$ cat src/hdl/eit_pkg.sv
// Shared types, constants and helper functions for the epipolar inlier test unit.
// Has no dependencies; every other file of the block imports it.
`timescale 1ns / 1ps
`default_nettype none

package eit_pkg;

  // Fixed field widths of the pair index and of the threshold.
  localparam int INDEX_WIDTH = 16;
  localparam int THR_WIDTH   = 16;

  // Threshold after reset: 1.0 pixel in unsigned Q8.8.
  localparam logic [THR_WIDTH-1:0] THR_RESET = 16'd256;

  // Pixel coordinates carry four fraction bits, so the homogeneous 1 is 16.
  localparam int COORD_FRAC = 4;

  // Widest operand slice that the multiplier trees multiply in a single slice product.
  localparam int MUL_CHUNK = 32;

  // 3.84 = 96/25. With the scalings of D, L and T the test reads
  // 200 * D^2 * (A + B) < 3 * T^2 * A * B.
  localparam int               LHS_SCALE_W = 8;
  localparam logic [LHS_SCALE_W-1:0] LHS_SCALE = 8'd200;
  localparam int               RHS_SCALE_W = 2;
  localparam logic [RHS_SCALE_W-1:0] RHS_SCALE = 2'd3;

  // Configuration register indexes.
  typedef enum logic [1:0] {
    CFG_ROW_ZERO  = 2'd0,
    CFG_ROW_ONE   = 2'd1,
    CFG_ROW_TWO   = 2'd2,
    CFG_THRESHOLD = 2'd3
  } cfg_index_t;

  // Cycles from operand registers to product register of eit_umul.
  function automatic int mul_latency(input int aw, input int bw);
    int na;
    int nb;
    na = (aw + MUL_CHUNK - 1) / MUL_CHUNK;
    nb = (bw + MUL_CHUNK - 1) / MUL_CHUNK;
    return 1 + $clog2(na * nb);
  endfunction

endpackage

`default_nettype wire

$ cat src/hdl/eit_umul.sv
// Pipelined unsigned multiplier: slice products in one stage, then a registered adder tree.
// Depends on eit_pkg for the slice width.
`timescale 1ns / 1ps
`default_nettype none

module eit_umul #(
  parameter int A_WIDTH = 32,
  parameter int B_WIDTH = 32
) (
  input  logic                       clk,
  input  logic                       en,
  input  logic [A_WIDTH-1:0]         a,
  input  logic [B_WIDTH-1:0]         b,
  output logic [A_WIDTH+B_WIDTH-1:0] p
);
  import eit_pkg::*;

  localparam int K      = MUL_CHUNK;
  localparam int KP     = 2 * K;
  localparam int NA     = (A_WIDTH + K - 1) / K;
  localparam int NB     = (B_WIDTH + K - 1) / K;
  localparam int NP     = NA * NB;
  localparam int LV     = $clog2(NP);
  localparam int NL     = 1 << LV;
  localparam int PW     = A_WIDTH + B_WIDTH;
  localparam int AX_W   = NA * K;
  localparam int BX_W   = NB * K;

  logic [AX_W-1:0] a_ext;
  logic [BX_W-1:0] b_ext;

  // Heap-ordered tree: node 0 is the root, leaves sit at NL-1 .. 2*NL-2.
  logic [PW-1:0] node_r [2*NL-1];

  assign a_ext = AX_W'(a);
  assign b_ext = BX_W'(b);

  genvar g;
  for (g = 0; g < NL; g++) begin : g_leaf
    if (g < NP) begin : g_pp
      localparam int IA = g / NB;
      localparam int IB = g % NB;
      localparam int SH = (IA + IB) * K;
      logic [KP-1:0] prod;
      assign prod = KP'(a_ext[IA*K +: K]) * KP'(b_ext[IB*K +: K]);
      always_ff @(posedge clk) begin
        if (en) begin
          node_r[NL-1+g] <= PW'(prod) << SH;
        end
      end
    end else begin : g_pad
      always_ff @(posedge clk) begin
        if (en) begin
          node_r[NL-1+g] <= '0;
        end
      end
    end
  end

  for (g = 0; g < NL - 1; g++) begin : g_node
    always_ff @(posedge clk) begin
      if (en) begin
        node_r[g] <= node_r[2*g+1] + node_r[2*g+2];
      end
    end
  end

  assign p = node_r[0];

endmodule

`default_nettype wire

$ cat config.mk
export PLATFORM = sky130hd
export DESIGN_NAME = eit_umul
export DESIGN_NICKNAME = d
export VERILOG_FILES = /design/src/hdl/eit_pkg.sv /design/src/hdl/eit_umul.sv
export SDC_FILE = /design/constraint.sdc
export NUM_CORES = 2
export LEC_CHECK = 0
export BUFFER_PORTS_ARGS = -buffer_cell sky130_fd_sc_hd__buf_2
export CAP_MARGIN = 15
export CORE_MARGIN = 4
export CORE_UTILIZATION = 60
export CTS_BUF_LIST = sky130_fd_sc_hd__clkbuf_4 sky130_fd_sc_hd__clkbuf_8
export DETAILED_ROUTE_END_ITERATION = 8
export PLACE_DENSITY = 0.91
export SLEW_MARGIN = 5
export SYNTH_ARGS = -nofsm -noshare
export SYNTH_HDL_FRONTEND = slang
export SYNTH_SLANG_ARGS = --single-unit
$ cat constraint.sdc
create_clock -name clk -period 8.4 [get_ports clk]
set_clock_uncertainty 0.05 [all_clocks]
set_input_delay 1.68 -clock clk [delete_from_list [all_inputs] [get_ports clk]]
set_output_delay 1.68 -clock clk [all_outputs]
set_load 0.01 [all_outputs]
==> flow_metrics.py <==
metrics = {
    "grt": {
        "track_usage_pct": 33.3,
        "grt_antenna_before_repair": 8,
        "grt_max_degree": 65,
        "grt_pass1_wl_um": 165000,
        "gr-usage-met1_pct": 36.4,
        "overflow": 0,
        "use_met2_pct": 58.2,
        "first_global_vias": 32838,
        "grtUsageMet3_pct": 6.41,
        "gr-max-usage-layer": "met2",
    },
    "yosys": {
        "synth_top_area_share_pct": 50.9,
        "syn_area_sq_um": 35300,
        "synth-edff-count": 64,
        "yosysSeqAreaShare_pct": 5.45,
        "synth_cell_types": 56,
        "synthCells": 3758,
        "synth_nets": 4983,
        "ys_async_sr_fraction_pct": 0,
        "synth_flop_cell": "edfxtp_1",
        "yosysTopAreaCell": "fa_1",
        "ys_ff_latch": 64,
        "synth_area_leaders": "fa_1, and2_1, ha_1, inv_1, edfxtp_1",
        "avgSynthCellArea_sq_um": 9.39,
        "ys_warn_count": 0,
    },
    "die": {
        "die_h_um": 250,
        "dieArea_sq_um": 62700,
        "row_count": 88,
        "die_w_um": 250,
        "ios": 130,
        "core_area_sq_um": 57900,
        "start_util_pct": 60.9,
    },
    "final_layout": {
        "fill_cells": 3590,
        "synthToLayoutAreaGrowth_pct": 13.8,
        "layout_common_cells": "fa_1, inv_1, and2_1, nand2_1, buf_4",
        "largest_reg_flops": 64,
        "drive_gt1_share_pct": 15.8,
        "final_common_cell": "fa_1",
        "final_nets": 5249,
        "top_register": "node_r",
        "stdcell_area_sq_um": 40100,
        "top_regs": "node_r: 64 flops",
    },
    "placement": {
        "dp_hpwl_um": 87500,
        "gp_congestion": 0.943,
        "dpl-instance-area_sq_um": 38600,
        "io_buffer_count": 129,
    },
    "drt": {
        "dr.pass1.iters": 9,
        "drt-initial-drc-count": 3308,
        "wl_per_cell_um": 23.4,
        "viasPerCell": 6.12,
        "drcViolationCount": 0,
        "routed_wl_um": 112000,
        "via_count": 29388,
        "drtAntennaViolNets": 0,
    },
    "timing": {
        "hold_violations": 0,
        "period_needed_ps": 8620,
        "setup_viol": 18,
        "slew_violations": 0,
        "rsz0062_at_grt": "yes",
        "relSlewSlack_pct": 40.5,
        "period_share_pct": 103,
        "tightestPinTransition_ps": 892,
        "max_freq_mhz": 116,
        "fin_ws_ps": -218,
    },
    "status": {
        "outcome": "complete, but fails checks",
        "violations": "negative setup slack",
    },
    "setup_path": {
        "critPathLaunchType": "input pin",
        "crit_path_end_kind": "flop",
        "path_class": "input pin to flop",
        "crit_fanout": 11,
        "crit_arrival_ps": 8670,
        "required_ps": 8450,
    },
    "clock_tree": {
        "cts_buffers": 9,
        "clk_path_buf_depth": 2,
        "cts.clk_slew.worst_paths_ps": 80,
        "htree_levels": 3,
        "cts.sink_count": 64,
        "cts_tree": "built",
        "holdBufCountCts": 0,
        "root_buffer": "clkbuf_8",
    },
    "run": {
        "maxCapViolCount": 0,
    },
    "min_path": {
        "hold_path.class": "input pin to flop",
    },
}
area by class of cell:
cell class	count	area, sq um	area share [%]
diodes	6	15.0	0.0374
repair buffers	482	3880	9.66
multi-input cells	2604	29900	74.6
clock buffers	9	124	0.309
inverters	863	3240	8.07
clock inverters	7	71.3	0.178
flip-flops and latches	64	1920	4.79
well taps	765	957	2.38
logic make-up (layout without fill, tap and decap cells):
group | count (synthesis) | in the layout | share of synthesized area [%]
simple gates | 1180 | 1180 | 17.4
fa+ha+maj | 1159 | 1159 | 60.2
buf+inv | 1090 | 1361 | 11.6
compound gates | 205 | 205 | 3.85
flops | 64 | 64 | 5.45
xor+xnor | 59 | 59 | 1.47
mux | 1 | 1 | 0.0284
other cells | 0 | 6 | 0
path summary, 6_finish.rpt:
| path | start | to | slack [ps] | cells after the start |
|---|---|---|---|---|
| max | a[17] | node_r[0][62] | -220 | 23 |
| min | a[0] | node_r[0][0] | 1940 | 3 |
critical path: stages:
cell	delay, ps
buf_4	190
buf_12	160
and2_1	190
fa_1	560
inv_1	70
fa_1	560
fa_1	440
fa_1	670
fa_2	500
fa_1	580
fa_1	470
fa_1	530
inv_2	50
ha_4	260
nand4_1	110
or4_4	520
or3_4	350
a31oi_1	140
buf_4	170
a31o_4	180
a211oi_4	70
o21ai_2	140
xor2_1	80
cells in the mapped netlist, types with 2 or more instances:
cell type and number:
fa_1 896, a21o_1 37, xnor2_1 33, a21oi_1 68, or4_1 3, a31oi_1 11, a211oi_1 4, edfxtp_1 64
nand2b_1 2, a21oi_2 2, o211ai_1 3, a21boi_0 3, a221oi_2 2, o221ai_1 3, o2111ai_1 2, xor2_1 26
and2_1 603, buf_1 2, ha_1 263, and4_1 4, a311oi_1 3, o311a_1 2, buf_2 9, and3_1 14
inv_1 863, nand4_1 24, or2_2 3, o21ai_1 2, o2bb2ai_1 2, nand3_1 12, a221o_1 4, nor3_1 5
clkbuf_1 215, a41oi_1 2, o21bai_1 10, and3b_1 2, nor2_1 21, o21ai_0 28, nand2_1 478, or3_1 5
o21a_1 8
layer usage:
metal	wire [um]	part of all wire (%)
met1	33200	30
met2	55200	49
met5	24	0.021
met3	11600	10
met4	12200	11
per-stage QoR:
| stage | hold WS, ps | utilization [%] | TNS (ps) | setup slack, ps | std cells |
|---|---|---|---|---|---|
| final | 1940 | 69.3 | -1780 | -218 | 4800 |
| after global routing | 1930 | 69.3 | -3560 | -302 | 4800 |
| after CTS | 1900 | 67.5 | -58.3 | -58.3 | 4770 |
| after detailed placement | 2040 | 66.6 | -12080 | -683 | 4753 |
| after global placement | 2040 | 66.6 | -7530 | -432 | 4753 |
| after floorplan | 1740 | - | 0 | 4.18 | 3758 |
repair_timing:
action,4_1_cts,5_1_grt
pin swaps,35,114
gates cloned,0,3
resized for setup,78,200
setup buffers,1,21
endpoints found under the setup margin,19,21
Power is not shown: default switching activity piles up to over one toggle a cycle in this logic, so the estimate is an artifact.
